===== src/rtl/core/cxwd_pkg.sv =====
// Package for the cumulative-XOR window decoder: sizes, register indexes,
// window phase type and the KOI8-R character class functions.
// Depends on nothing; imported by cumsum_xor_window_decoder_unit.
`default_nettype none

package cxwd_pkg;

    localparam int WINDOW_BYTES = 64;
    localparam int SCREEN_BYTES = 8;
    localparam int BYTE_W       = 8;
    localparam int KEY_W        = 64;
    localparam int MINRUN_W     = 4;
    localparam int LEN_W        = 7;
    localparam int CFG_IDX_W    = 2;
    localparam int POS_W        = $clog2(WINDOW_BYTES + 1);
    localparam int SCR_IDX_W    = $clog2(SCREEN_BYTES);
    localparam int KEY_IDX_W    = $clog2(KEY_W / BYTE_W);

    // A full screen closes the window at once when the window is no longer than the screen.
    localparam logic FULL_SCREEN_ENDS = (SCREEN_BYTES >= WINDOW_BYTES);

    localparam logic [BYTE_W-1:0] CYR_LOW   = 8'hC0;
    localparam logic [BYTE_W-1:0] CYR_EXCL  = 8'hFF;
    localparam logic [BYTE_W-1:0] PRINT_LOW = 8'h20;
    localparam logic [BYTE_W-1:0] PRINT_END = 8'h7F;

    localparam logic [CFG_IDX_W-1:0] CFG_CIPHER_KEY = 2'd0;
    localparam logic [CFG_IDX_W-1:0] CFG_MIN_RUN    = 2'd1;

    typedef enum logic [2:0] {
        PH_DONE   = 3'b001,
        PH_SCREEN = 3'b010,
        PH_EXTEND = 3'b100
    } phase_t;

    function automatic logic is_cyrillic(input logic [BYTE_W-1:0] v);
        return (v >= CYR_LOW) && (v != CYR_EXCL);
    endfunction

    function automatic logic is_printable(input logic [BYTE_W-1:0] v);
        return (v >= PRINT_LOW) && (v < PRINT_END);
    endfunction

endpackage

`default_nettype wire


===== src/rtl/core/cumsum_xor_window_decoder_unit.sv =====
// Cumulative-XOR window decoder with KOI8-R screening of the first bytes.
// Depends on cxwd_pkg for sizes, register indexes, phase type and class tests.
//
//  channel   | handshake                  | payload
//  ----------+----------------------------+------------------------------------------
//  cipher    | cipher_valid / cipher_stall| cipher_byte, window_start
//  result    | result_valid / result_stall| plain_byte, byte_valid, window_end, text_length
//  cfg       | cfg_valid / cfg_ready      | cfg_index, cfg_data
//
// Each accepted byte is held in an input register and decoded combinationally into the
// result register, so one byte per cycle is sustained while no result stalls and no screen
// drains. When the screen is accepted its buffered bytes (up to eight) leave one per cycle
// from the screen buffer while no result stalls, and the input register holds meanwhile.
// While a stalled result waits, the input register holds its byte and further input stalls.
// Reset clears the control state; the screen buffer is not cleared.
`default_nettype none

module cumsum_xor_window_decoder_unit
    import cxwd_pkg::*;
(
    input  wire logic                  clk,
    input  wire logic                  rst_n,
    input  wire logic                  cipher_valid,
    output      logic                  cipher_stall,
    input  wire logic [BYTE_W-1:0]     cipher_byte,
    input  wire logic                  window_start,
    output      logic                  result_valid,
    input  wire logic                  result_stall,
    output      logic [BYTE_W-1:0]     plain_byte,
    output      logic                  byte_valid,
    output      logic                  window_end,
    output      logic [LEN_W-1:0]      text_length,
    input  wire logic                  cfg_valid,
    output      logic                  cfg_ready,
    input  wire logic [CFG_IDX_W-1:0]  cfg_index,
    input  wire logic [KEY_W-1:0]      cfg_data
);

    logic [KEY_W-1:0]     cipher_key_reg;
    logic [MINRUN_W-1:0]  min_run_reg;

    logic                 in_valid_reg;
    logic [BYTE_W-1:0]    in_byte_reg;
    logic                 in_start_reg;

    phase_t               phase_reg, phase_next;
    logic [POS_W-1:0]     position_reg, position_next;
    logic [BYTE_W-1:0]    prev_reg, prev_next;
    logic [BYTE_W-1:0]    screen_buf_reg [SCREEN_BYTES];

    logic                 drain_active_reg, drain_active_next;
    logic [SCR_IDX_W-1:0] drain_idx_reg, drain_idx_next;
    logic [SCR_IDX_W-1:0] drain_last_reg, drain_last_next;
    logic                 drain_end_reg, drain_end_next;

    logic                 out_valid_reg, out_valid_next;
    logic [BYTE_W-1:0]    out_byte_reg, out_byte_next;
    logic                 out_bv_reg, out_bv_next;
    logic                 out_end_reg, out_end_next;
    logic [LEN_W-1:0]     out_len_reg, out_len_next;

    logic                 can_load;
    logic                 advance;
    phase_t               phase_eff;
    logic [POS_W-1:0]     pos_eff;
    logic [POS_W-1:0]     pos_inc;
    logic [BYTE_W-1:0]    prev_eff;
    logic [BYTE_W-1:0]    key_byte;
    logic [BYTE_W-1:0]    counter;
    logic [BYTE_W-1:0]    v;
    logic                 buf_we;
    logic                 direct_res;
    logic [BYTE_W-1:0]    direct_byte;
    logic                 direct_bv;
    logic                 direct_end;
    logic [LEN_W-1:0]     direct_len;

    assign cfg_ready    = 1'b1;
    assign can_load     = !out_valid_reg || !result_stall;
    assign advance      = in_valid_reg && !drain_active_reg && can_load;
    assign cipher_stall = in_valid_reg && !advance;

    assign result_valid = out_valid_reg;
    assign plain_byte   = out_byte_reg;
    assign byte_valid   = out_bv_reg;
    assign window_end   = out_end_reg;
    assign text_length  = out_len_reg;

    // A window start resets position and running plaintext before this byte is decoded.
    assign phase_eff = in_start_reg ? PH_SCREEN : phase_reg;
    assign pos_eff   = in_start_reg ? '0 : position_reg;
    assign prev_eff  = in_start_reg ? '0 : prev_reg;
    assign pos_inc   = pos_eff + 1'b1;
    assign key_byte  = cipher_key_reg[BYTE_W * pos_eff[KEY_IDX_W-1:0] +: BYTE_W];
    assign counter   = BYTE_W'(pos_eff >> KEY_IDX_W);
    assign v         = (in_byte_reg ^ (key_byte + counter)) + prev_eff;

    always_comb
    begin
        phase_next        = phase_reg;
        position_next     = position_reg;
        prev_next         = prev_reg;
        buf_we            = 1'b0;
        drain_active_next = drain_active_reg;
        drain_idx_next    = drain_idx_reg;
        drain_last_next   = drain_last_reg;
        drain_end_next    = drain_end_reg;
        direct_res        = 1'b0;
        direct_byte       = '0;
        direct_bv         = 1'b0;
        direct_end        = 1'b0;
        direct_len        = '0;

        if (drain_active_reg && can_load)
        begin
            drain_idx_next = drain_idx_reg + 1'b1;
            if (drain_idx_reg == drain_last_reg)
            begin
                drain_active_next = 1'b0;
            end
        end

        if (advance)
        begin
            phase_next    = phase_eff;
            position_next = pos_eff;
            prev_next     = prev_eff;
            case (phase_eff)
                PH_SCREEN:
                begin
                    if (v == '0)
                    begin
                        phase_next = PH_DONE;
                        if (pos_eff < POS_W'(min_run_reg))
                        begin
                            direct_res = 1'b0;
                        end
                        else if (pos_eff == '0)
                        begin
                            direct_res = 1'b1;
                            direct_end = 1'b1;
                        end
                        else
                        begin
                            drain_active_next = 1'b1;
                            drain_idx_next    = '0;
                            drain_last_next   = SCR_IDX_W'(pos_eff - 1'b1);
                            drain_end_next    = 1'b1;
                        end
                    end
                    else if (!is_cyrillic(v))
                    begin
                        phase_next = PH_DONE;
                    end
                    else
                    begin
                        buf_we        = 1'b1;
                        prev_next     = v;
                        position_next = pos_inc;
                        if (pos_inc < POS_W'(SCREEN_BYTES))
                        begin
                            phase_next = PH_SCREEN;
                        end
                        else if (pos_inc < POS_W'(min_run_reg))
                        begin
                            phase_next = PH_DONE;
                        end
                        else
                        begin
                            drain_active_next = 1'b1;
                            drain_idx_next    = '0;
                            drain_last_next   = SCR_IDX_W'(SCREEN_BYTES - 1);
                            drain_end_next    = FULL_SCREEN_ENDS;
                            phase_next        = FULL_SCREEN_ENDS ? PH_DONE : PH_EXTEND;
                        end
                    end
                end
                PH_EXTEND:
                begin
                    direct_res = 1'b1;
                    if ((v == '0) || !(is_cyrillic(v) || is_printable(v)))
                    begin
                        direct_end = 1'b1;
                        direct_len = LEN_W'(pos_eff);
                        phase_next = PH_DONE;
                    end
                    else
                    begin
                        prev_next     = v;
                        position_next = pos_inc;
                        direct_byte   = v;
                        direct_bv     = 1'b1;
                        direct_len    = LEN_W'(pos_inc);
                        if (pos_inc >= POS_W'(WINDOW_BYTES))
                        begin
                            direct_end = 1'b1;
                            phase_next = PH_DONE;
                        end
                    end
                end
                default:
                begin
                    phase_next = PH_DONE;
                end
            endcase
        end
    end

    always_comb
    begin
        out_valid_next = out_valid_reg;
        out_byte_next  = out_byte_reg;
        out_bv_next    = out_bv_reg;
        out_end_next   = out_end_reg;
        out_len_next   = out_len_reg;
        if (can_load)
        begin
            out_valid_next = drain_active_reg || (advance && direct_res);
            if (drain_active_reg)
            begin
                out_byte_next = screen_buf_reg[drain_idx_reg];
                out_bv_next   = 1'b1;
                out_end_next  = drain_end_reg && (drain_idx_reg == drain_last_reg);
                out_len_next  = LEN_W'(drain_idx_reg) + 1'b1;
            end
            else
            begin
                out_byte_next = direct_byte;
                out_bv_next   = direct_bv;
                out_end_next  = direct_end;
                out_len_next  = direct_len;
            end
        end
    end

    always_ff @(posedge clk or negedge rst_n)
    begin
        if (!rst_n)
        begin
            cipher_key_reg   <= '0;
            min_run_reg      <= MINRUN_W'(4);
            in_valid_reg     <= 1'b0;
            phase_reg        <= PH_DONE;
            position_reg     <= '0;
            prev_reg         <= '0;
            drain_active_reg <= 1'b0;
            drain_idx_reg    <= '0;
            drain_last_reg   <= '0;
            drain_end_reg    <= 1'b0;
            out_valid_reg    <= 1'b0;
        end
        else
        begin
            if (cfg_valid && cfg_ready)
            begin
                case (cfg_index)
                    CFG_CIPHER_KEY: cipher_key_reg <= cfg_data;
                    CFG_MIN_RUN:    min_run_reg    <= cfg_data[MINRUN_W-1:0];
                    default:        ;
                endcase
            end
            if (cipher_valid && !cipher_stall)
            begin
                in_valid_reg <= 1'b1;
            end
            else if (advance)
            begin
                in_valid_reg <= 1'b0;
            end
            phase_reg        <= phase_next;
            position_reg     <= position_next;
            prev_reg         <= prev_next;
            drain_active_reg <= drain_active_next;
            drain_idx_reg    <= drain_idx_next;
            drain_last_reg   <= drain_last_next;
            drain_end_reg    <= drain_end_next;
            out_valid_reg    <= out_valid_next;
        end
    end

    always_ff @(posedge clk)
    begin
        if (cipher_valid && !cipher_stall)
        begin
            in_byte_reg  <= cipher_byte;
            in_start_reg <= window_start;
        end
        if (buf_we)
        begin
            screen_buf_reg[pos_eff[SCR_IDX_W-1:0]] <= v;
        end
        out_byte_reg <= out_byte_next;
        out_bv_reg   <= out_bv_next;
        out_end_reg  <= out_end_next;
        out_len_reg  <= out_len_next;
    end

`ifndef SYNTHESIS
    // The drain index never runs past the last buffered byte.
    a_drain_bound: assert property (@(posedge clk) disable iff (!rst_n)
        drain_active_reg |-> (drain_idx_reg <= drain_last_reg))
        else $error("drain index beyond last buffered byte");

    // While buffered bytes drain, the screen phase has already been left.
    a_drain_phase: assert property (@(posedge clk) disable iff (!rst_n)
        drain_active_reg |-> (phase_reg != PH_SCREEN))
        else $error("drain active during screen phase");

    // A result that carries no text byte is always the closing marker of a window.
    a_marker_ends: assert property (@(posedge clk) disable iff (!rst_n)
        (result_valid && !byte_valid) |-> (window_end && (plain_byte == '0)))
        else $error("non-text result without window end");

    // Every text byte counts towards a non-zero length.
    a_len_nonzero: assert property (@(posedge clk) disable iff (!rst_n)
        (result_valid && byte_valid) |-> (text_length != '0))
        else $error("text byte with zero length");

    // Extension only runs once a full screen has been passed.
    a_extend_pos: assert property (@(posedge clk) disable iff (!rst_n)
        (phase_reg == PH_EXTEND) |-> (position_reg >= POS_W'(SCREEN_BYTES)))
        else $error("extension phase before a full screen");
`endif

endmodule

`default_nettype wire

===== config.mk =====
export PLATFORM = sky130hd
export DESIGN_NAME = cumsum_xor_window_decoder_unit
export DESIGN_NICKNAME = d
export VERILOG_FILES = /design/src/rtl/core/cxwd_pkg.sv /design/src/rtl/core/cumsum_xor_window_decoder_unit.sv
export SDC_FILE = /design/constraint.sdc
export NUM_CORES = 1
export LEC_CHECK = 0
export ABC_AREA = 1
export BUFFER_PORTS_ARGS = -buffer_cell sky130_fd_sc_hd__buf_2
export CORE_ASPECT_RATIO = 0.8
export CORE_MARGIN = 1
export CORE_UTILIZATION = 50
export DETAILED_ROUTE_END_ITERATION = 10
export GPL_TIMING_DRIVEN = 0
export PLACE_DENSITY = 0.69
export SYNTH_ARGS = -nofsm -noshare
export SYNTH_HDL_FRONTEND = slang
export SYNTH_SLANG_ARGS = --single-unit
export TNS_END_PERCENT = 50

===== constraint.sdc =====
create_clock -name clk -period 10.95 [get_ports clk]
set_input_delay 1.095 -clock clk [delete_from_list [all_inputs] [get_ports clk]]
set_output_delay 1.095 -clock clk [all_outputs]
set_load 0.05 [all_outputs]

==> results.toml, run 1 <==
[status]
outcome = "completed"

[setup_path]
ff2ff_path_depth = 22
endpoint_kind = "register"
ff2ff_setup_slack_ns = 3.63
cpMostUsedCell = "inv_2"
crit_fanout = 10
r2r-start = "in_start_reg$_DFFE_PP_"
cpMaxStageDelayCell = "nor3_1"
critical_path_class = "register to register"
path_cells = "inv_2, nand2_4, inv_2, buf_1, nor2_1, inv_1, o221ai_1, a2111oi_0, ha_1, a31oi_1, xnor2_1, xor2_1, ha_1, a21oi_1, a21boi_0, xor2_1, nor3_1, nor2_1, nand3_2, inv_2, nand2_1, nor3_1"
startpoint = "in_start_reg$_DFFE_PP_"
crit_arrival_ns = 7.37
required_ns = 11.01
crit_end = "screen_buf_reg[6][3]$_DFFE_PP_"
r2r_end = "screen_buf_reg[6][3]$_DFFE_PP_"
max_stage_delay_ns = 1.05
start_kind = "register"

[synth]
synthTopCellsByArea = "edfxtp_1 (28%), dfrtp_1 (25%), nand2_1 (8.5%)"
synth_top_area_share = 0.283
syn_nets = 1114
syn_area_um2 = 9570
yosysWarnings = 0
synthCells = 1009
synth_top_flop_cell = "dfrtp_1"
yosysTopAreaCell = "edfxtp_1"
synthDistinctLibCells = 49
ys_ff_latch = 186
synthArstFlopShare = 0.516
synth_edf_count = 90
ys_seq_area_frac = 0.534
avgSynthCellArea_um2 = 9.48

[layout]
fin_nets = 1232
final_util = 0.596
area_growth_pct = 14.9
final_area_um2 = 11000
final_layout_size_suffix_gt1_frac = 0.200
antenna_cells_inserted = 0

[drt]
wirelength_um = 25700
detail_route.first_pass.iterations = 8
first_iter_violations = 872
wl_per_cell_um = 18.5
vias = 7728
drc = 0
ant_nets = 0
vias_per_cell = 5.55

[timing]
tightest_slew_ns = 1.34
slew_violations = 0
max_freq_ghz = 0.137
fin_crit_sh = 0.668
final.setup.tns_ns = 0
final_hold_viol_count = 0
min_period_ns = 7.32
relSlewSlack = 0.102
setup_viol = 0
rsz0062_at_grt = "no"
skew_ns = 0.0133

[clock_tree]
clk_pin_slew_ns = 0.07
post_cts_buffers = 0
cts_max_level = 4
numCtsBuffers = 17
root_buffer = "clkbuf_16"
cts.hold.buffers_added = 0
cts_buffer_depth = 2
clock_latency_ns = 0.45
cts_tree = "yes"
cts.sinks = 186
cts.repair.resized = 0

[grt]
overflow = 0
grt_util_all_layers = 0.278
antenna_found_initial = 1
grt_pass1_wl_um = 40900
grt_max_degree = 59
grt_pass1_vias = 7559

[power_and_ir_drop]
finalPower_uw = 3600
power_density_nw_per_um2 = 327
vdd_ir_drop_max_mv = 0.326
p_leak_uw = 0.00508

[die]
dieArea_um2 = 19700
io_pins = 100
coreArea_um2 = 18400
rows = 44
die_x_um = 157
die_h_um = 126
start_util = 0.519

[min_path]
min_path_type = "register to register"

[placed_design]
port_buffers = 98
gp_congestion = 0.904
placed_cell_area_um2 = 10400
post-dp-hpwl_um = 18900

[flow_run]
cap_violations = 0
-- kinds of logic after synthesis --
logic type               after synthesis  share of synthesized area
AO/OA/AOI/OAI                        154                     0.0908
XOR/XNOR                              27                     0.0247
adder cells (fa/ha/maj)               25                     0.0343
buffers and inverters                141                     0.0589
flip-flops                           186                      0.534
multiplexers                          55                     0.0647
other                                  1                   0.000392
AND/OR/NAND/NOR                      420                      0.192
-- power by group --
| group | total, uW | leakage (uW) | switching [uW] | internal [uW] |
|---|---|---|---|---|
| Sequential | 1090 | 0.00201 | 66.8 | 1020 |
| Clock | 619 | 0.000285 | 292 | 327 |
| Combinational | 1890 | 0.00278 | 1370 | 516 |
-- cell usage after synthesis (all sizes together), types with 3 or more instances --
cell type and number:
ha 23, nand3b 5, o21ai 73, buf 18, o211ai 6, dfrtp 94, xor2 15, inv 96
nor2 79, nand3 88, nor3 7, mux2 55, nand4 8, a31oi 3, nand2 229, a21oi 33
clkbuf 25, o22ai 25, edfxtp 90, xnor2 12
-- cell usage in the layout, fill, tap and decap left out, types with 11 or more instances in the layout --
cell type and instances:
a21oi_1 33, o21ai_0 69, inv_1 91, edfxtp_1 90, xor2_1 15, ha_1 23, clkbuf_1 26, nor2_1 77
clkbuf_16 17, mux2_2 55, o22ai_1 25, buf_2 103, nand2_2 11, dfrtp_1 94, xnor2_1 12, nand3_1 84
nand2_1 216
-- worst max-delay path, delay by kind of cell, from the launching register on --
family	cells	cell delay [ns]
AOI/OAI and AO/OA	5	1.60
and+or+nand+nor	7	2.04
buffers and inverters	5	1.24
DFF	1	0.52
adders and majority gates	2	0.67
xor gates and xnor gates	3	0.82
-- cell type report --
type                       instances  area [um^2]
tap                              253          317
buffer                            43          195
timing repair buffer              99          520
inverter                          98          368
clock inverter                    13          139
clock buffer                      19          443
fill                            1628         7450
multi-input combinational        682         3900
sequential                       186         5110
-- metrics by stage --
step	cells	hold slack [ns]	setup WS, ns
floorplan	1009	0.442	5.75
CTS	1393	0.480	3.65
finish	1393	0.480	3.63
detailed placement	1361	0.464	3.68
global route	1393	0.494	3.08
global placement	1360	0.456	3.68
-- worst min-delay path by stage --
stage | start | cells past startpoint | slack, ns | to
after detailed placement | drain_end_reg$_DFFE_PN0P_ | 2 | 0.46 | drain_end_reg$_DFFE_PN0P_
after floorplan | drain_end_reg$_DFFE_PN0P_ | 2 | 0.44 | drain_end_reg$_DFFE_PN0P_
final | prev_reg[1]$_DFFE_PN0P_ | 2 | 0.48 | prev_reg[1]$_DFFE_PN0P_
after global routing | position_reg[6]$_DFFE_PN0P_ | 2 | 0.49 | position_reg[6]$_DFFE_PN0P_
after global placement | drain_end_reg$_DFFE_PN0P_ | 2 | 0.46 | drain_end_reg$_DFFE_PN0P_
after CTS | drain_end_reg$_DFFE_PN0P_ | 2 | 0.48 | drain_end_reg$_DFFE_PN0P_
-- per-layer routing --
metal / wire length (um) / part of all wire / up-vias / GRT usage
li1: - / - / 3660 / -
met1: 11600 / 0.45 / 3716 / 0.408
met2: 11400 / 0.44 / 313 / 0.410
met3: 2270 / 0.088 / 39 / 0.0702
met4: 449 / 0.017 / 0 / 0.0784
met5: 0 / 0 / - / 0
Power figures use the tool's default switching activity.
==> run 2, diff against run 1 <==
ABC_AREA = 0   (was 1)
PLACE_DENSITY = 0.72   (was 0.69)
clock period = 6.3 ns   (was 10.95 ns; I/O delays follow)
==> run 2 against run 1 <==
Compared with the run above: synthesized cell count shrank 29%; routed wire length shrank 8.7%; critical path depth grew 4; die area shrank 2.1%; clock power grew 79%; cell count shrank 20%; via count shrank 15%; setup slack lost 3.4 ns; largest cell class unchanged.
==> results.toml, run 2 <==
[status]
outcome = "completed"

[setup_path]
start_kind = "register"
critical_path_class = "register to register"
endpoint_kind = "register"
crit_arrival_ns = 6.40
r2r_end = "drain_last_reg[0]$_DFFE_PN0P_"
r2r-start = "position_reg[0]$_DFFE_PN0P_"
ff2ff_path_depth = 26
required_ns = 6.62
ff2ff_setup_slack_ns = 0.23
crit_fanout = 17

[clock_tree]
cts_buffer_depth = 2
root_buffer = "clkbuf_16"
clk_pin_slew_ns = 0.07
numCtsBuffers = 17
cts_max_level = 4
cts.sinks = 186
clock_latency_ns = 0.44
cts_tree = "yes"

[timing]
max_freq_ghz = 0.165
slew_violations = 0
fin_crit_sh = 0.964
min_period_ns = 6.07
tightest_slew_ns = 1.00
relSlewSlack = 0.333
final_hold_viol_count = 0
skew_ns = 0.0139
setup_viol = 0

[die]
rows = 44
dieArea_um2 = 19300
io_pins = 100
die_h_um = 124
start_util = 0.514
die_x_um = 155
coreArea_um2 = 18200

[layout]
final_layout_size_suffix_gt1_frac = 0.352
fin_cells = 1112
area_growth_pct = 19.4
antenna_cells_inserted = 0
fin_nets = 951
mostFrequentLayoutCell = "buf_2"
final_cell_mix = "buf_2 (98), dfrtp_1 (93), edfxtp_1 (90)"

[flow_run]
cap_violations = 0

[placed_design]
gp_congestion = 0.943
post-dp-hpwl_um = 17000
port_buffers = 98
placed_cells = 1070

[drt]
vias_per_cell = 5.89
wl_per_cell_um = 21.1
vias = 6554
drc = 0
ant_nets = 0
first_iter_violations = 469
wirelength_um = 23500
detail_route.first_pass.iterations = 5

[synth]
synthArstFlopShare = 0.516
synthCells = 714
yosysWarnings = 0
syn_nets = 819
synth_edf_count = 90
ys_seq_area_frac = 0.546
synth.most_common_cell = "dfrtp_1"
ys_ff_latch = 186
synthDistinctLibCells = 81
synth_commonest_cells = "dfrtp_1 (94), edfxtp_1 (90), mux2_2 (69)"
synthTopCellsByArea = "edfxtp_1 (29%), dfrtp_1 (25%), mux2_2 (8.3%)"
syn_area_um2 = 9360
synth_top_flop_cell = "dfrtp_1"
yosysTopAreaCell = "edfxtp_1"
avgSynthCellArea_um2 = 13.1
synth_top_area_share = 0.289

[min_path]
min_path_type = "input pin to asynchronous set/reset pin"

[grt]
grt_max_degree = 70
grt_util_all_layers = 0.258
grt_pass1_vias = 6586
grt_pass1_wl_um = 36900
overflow = 0
antenna_found_initial = 0

[power_and_ir_drop]
p_leak_uw = 0.00444
finalPower_uw = 5310
power_density_nw_per_um2 = 475
vdd_ir_drop_max_mv = 0.215
-- run 2: report_power, final --
| part | internal [uW] | total (uW) | switching (uW) |
|---|---|---|---|
| registers | 1660 | 1770 | 112 |
| logic | 876 | 2430 | 1550 |
| clock network | 602 | 1110 | 506 |
| total | 3140 | 5310 | 2170 |
-- run 2: kinds of logic after synthesis --
kind of cell,after synthesis,share of synthesized area
simple gates,177,0.101
xor+xnor,30,0.0317
fa+ha+maj,25,0.0350
compound gates,121,0.0977
mux,111,0.157
flops,186,0.546
buf+inv,63,0.0319
other cells,1,0.000401
-- run 2: layout make-up --
cell class                 count  area [um^2]
fill                        1421         7040
multi-input combinational    465         4170
clock buffer                  18          429
timing repair buffer         116          668
buffer                        34          200
sequential                   186         5110
inverter                      26          109
tap                          253          317
clock inverter                14          181
-- run 2: how the worst max path moves through the flow --
stage	from	to	slack (ns)
2_1_floorplan	in_start_reg$_DFFE_PP_	screen_buf_reg[5][0]$_DFFE_PP_	0.31
6_report	position_reg[0]$_DFFE_PN0P_	drain_last_reg[0]$_DFFE_PN0P_	0.23
4_1_cts	position_reg[0]$_DFFE_PN0P_	drain_last_reg[0]$_DFFE_PN0P_	0.07
3_3_place_gp	in_start_reg$_DFFE_PP_	screen_buf_reg[5][3]$_DFFE_PP_	-2.34
3_5_place_dp	in_start_reg$_DFFE_PP_	screen_buf_reg[7][4]$_DFFE_PP_	-1.40
5_1_grt	in_start_reg$_DFFE_PP_	screen_buf_reg[6][4]$_DFFE_PP_	-0.03
-- run 2: critical path: stages (launching register included) --
cell        delay (ns)
dfrtp_2           0.42
inv_2             0.10
nor2_4            0.21
clkinvlp_4        0.21
mux4_2            0.51
nand2_1           0.16
nand2_1           0.09
ha_1              0.21
inv_1             0.07
fa_1              0.21
nor2b_1           0.06
o21ai_0           0.14
nand2b_1          0.10
xnor2_1           0.14
xnor2_1           0.28
ha_1              0.33
a21oi_1           0.14
nand2_1           0.10
a41oi_4           0.29
o21ai_2           0.18
xor2_2            0.21
xnor2_4           0.39
inv_4             0.18
or3_4             0.43
a221oi_4          0.26
buf_4             0.20
mux2_4            0.30
-- run 2: metal layers --
layer	wire length, um	vias to the layer above	track usage	share of wire
met4	527	0	0.0786	0.022
li1	-	2961	-	-
met1	10400	3266	0.364	0.44
met5	0	-	0	0
met2	10600	281	0.389	0.45
met3	1930	46	0.0703	0.082
-- run 2: timing repair --
action / in CTS / in global routing
endpoints found under the setup margin: 108 / 106
gates resized for setup: 27 / 17
hold buffers: 0 / 0
buffers inserted: 6 / 7
pin swaps: 4 / 6
gates cloned: 0 / 0
-- run 2: stage by stage --
step	setup WS [ns]	instance area [um^2]	utilization	hold slack [ns]	setup TNS (ns)
after floorplan	0.310	9360	-	0.334	0
after global placement	-2.34	10200	0.558	0.451	-146.15
after detailed placement	-1.40	10300	0.564	0.464	-116.58
after CTS	0.0656	11100	0.607	0.106	0
after global routing	-0.0319	11200	0.614	0.119	-0.165
final	0.229	11200	0.614	0.103	0
==> run 3, diff against run 2 <==
PLACE_DENSITY = 0.73   (was 0.72)
==> run 3 against run 2 <==
Compared with the run above: sequential share of layout area is 0.083 points lower; clock-buffer cell count rose by 2; combinational power rose by 2%; critical path depth fell by 4; total power barely moved; clock skew decreased by 0.0016 ns; critical path type unchanged.
==> results.toml, run 3 (same netlist as run 2, synthesis figures left out) <==
[power_and_ir_drop]
p_switching_uw = 2170
pwr-share-comb = 0.465
finalPower_uw = 5310
power_density_nw_per_um2 = 474
cell_internal_pwr_uw = 3140
p_leak_uw = 0.00446
vdd_ir_drop_max_mv = 0.225
p_sw_frac = 0.409
seqPwrFrac = 0.334
clockPowerShare = 0.200

[placed_design]
place_worst_setup_slack_ns = -1.27
post-dp-hpwl_um = 16800
placed_cell_area_um2 = 10300
port_buffers = 98
gp_congestion = 0.893

[setup_path]
critPathBufInv = 6
cpMaxStageDelayCell = "dfrtp_1"
endpoint_kind = "register"
crit_arrival_ns = 6.19
ff2ff_path_depth = 22
critPathTopFamily = "simple AND/OR/NAND/NOR gates"
crit_cells = 22
crit_fanout = 10
max_stage_delay_ns = 0.42
required_ns = 6.45
start_kind = "register"
critical_path_class = "register to register"
path_cells = "inv_1, nor2_4, clkinvlp_4, mux4_2, nand2_1, nand2_1, ha_1, inv_1, fa_1, xor2_1, xnor2_1, ha_1, nor2b_1, o21a_1, o21ai_0, a211oi_4, a41o_1, clkbuf_1, or3_1, clkbuf_4, nor4_4, buf_4"

[clock_tree]
cts_buffer_depth = 2
cts.hold.buffers_added = 0
clk_pin_slew_ns = 0.07
root_buffer = "clkbuf_16"
clock_latency_ns = 0.44
numCtsBuffers = 17
cts_max_level = 4
cts_tree = "yes"
cts.sinks = 186

[drt]
first_iter_violations = 544
wl_per_cell_um = 21.0
ant_nets = 0
wirelength_um = 23500
detail_route.first_pass.iterations = 5
drc = 0
vias_per_cell = 5.92
vias = 6617

[grt]
antenna_found_initial = 1
grt_util_all_layers = 0.258
grt_pass1_wl_um = 37200
grt_pass1_vias = 6628
overflow = 0
grt_max_degree = 57

[timing]
fin_ws_ns = 0.261
skew_ns = 0.0123
final_hold_viol_count = 0
min_period_ns = 6.04
relSlewSlack = 0.251
setup_viol = 0
slew_violations = 0
fin_crit_sh = 0.959
tightest_slew_ns = 1.10
max_freq_ghz = 0.166

[layout]
final_cell_mix = "buf_2 (98), dfrtp_1 (94), edfxtp_1 (90)"
mostFrequentLayoutCell = "buf_2"
antenna_cells_inserted = 0
final_area_um2 = 11200
area_growth_pct = 19.6
final_layout_size_suffix_gt1_frac = 0.351
final_util = 0.615
fin_nets = 957

[die]
die_h_um = 124
die_x_um = 155
io_pins = 100
coreArea_um2 = 18200
rows = 44
start_util = 0.514
dieArea_um2 = 19300

[min_path]
min_path_type = "input pin to asynchronous set/reset pin"

[flow_run]
cap_violations = 0

[status]
outcome = "completed"
==> run 3: area by class of cell <==
type	count	area (um^2)
tap	253	317
multi-input combinational	465	4180
timing repair buffer	122	718
inverter	26	109
fill	1385	7020
sequential	186	5110
clock buffer	20	437
buffer	34	200
clock inverter	12	134
==> run 3: through the flow <==
step	hold WS, ns	std cells	setup TNS (ns)
after floorplan	0.334	714	0
after global placement	0.448	1065	-135.72
after detailed placement	0.459	1069	-111.93
after CTS	0.195	1105	0
after global routing	0.216	1118	-0.00384
final	0.169	1118	0
==> run 3: timing repair <==
action	4_1_cts	5_1_grt
setup buffers	7	13
resized for setup	26	16
endpoints found under the setup margin	108	102
pin swaps	4	7
==> run 3: path summary, 6_finish.rpt <==
path | start | endpoint | slack [ns]
max in group asynchronous | rst_n | min_run_reg[2]$_DFFE_PN1P_ | 5.40
max | position_reg[0]$_DFFE_PN0P_ | screen_buf_reg[6][5]$_DFFE_PP_ | 0.26
min in group clk | window_start | in_start_reg$_DFFE_PP_ | 0.36
max reg2reg | position_reg[0]$_DFFE_PN0P_ | screen_buf_reg[6][5]$_DFFE_PP_ | 0.26
min | rst_n | cipher_key_reg[49]$_DFFE_PN0P_ | 0.17
min reg2reg | prev_reg[6]$_DFFE_PN0P_ | prev_reg[6]$_DFFE_PN0P_ | 0.47
==> run 3: power groups by stage <==
stage,Sequential [uW],Combinational (uW),Clock [uW]
floorplan,1910,1430,0
global placement,1790,2110,0
detailed placement,1800,2160,0
CTS,1770,2240,1070
global route,1800,2640,1120
finish,1770,2470,1060
==> run 3: routing by layer <==
| layer | vias to the layer above | track usage | share of wire |
|---|---|---|---|
| li1 | 2964 | - | - |
| met3 | 41 | 0.0630 | 0.082 |
| met5 | - | 0 | 0.00055 |
| met4 | 2 | 0.0833 | 0.021 |
| met2 | 291 | 0.371 | 0.44 |
| met1 | 3319 | 0.382 | 0.45 |
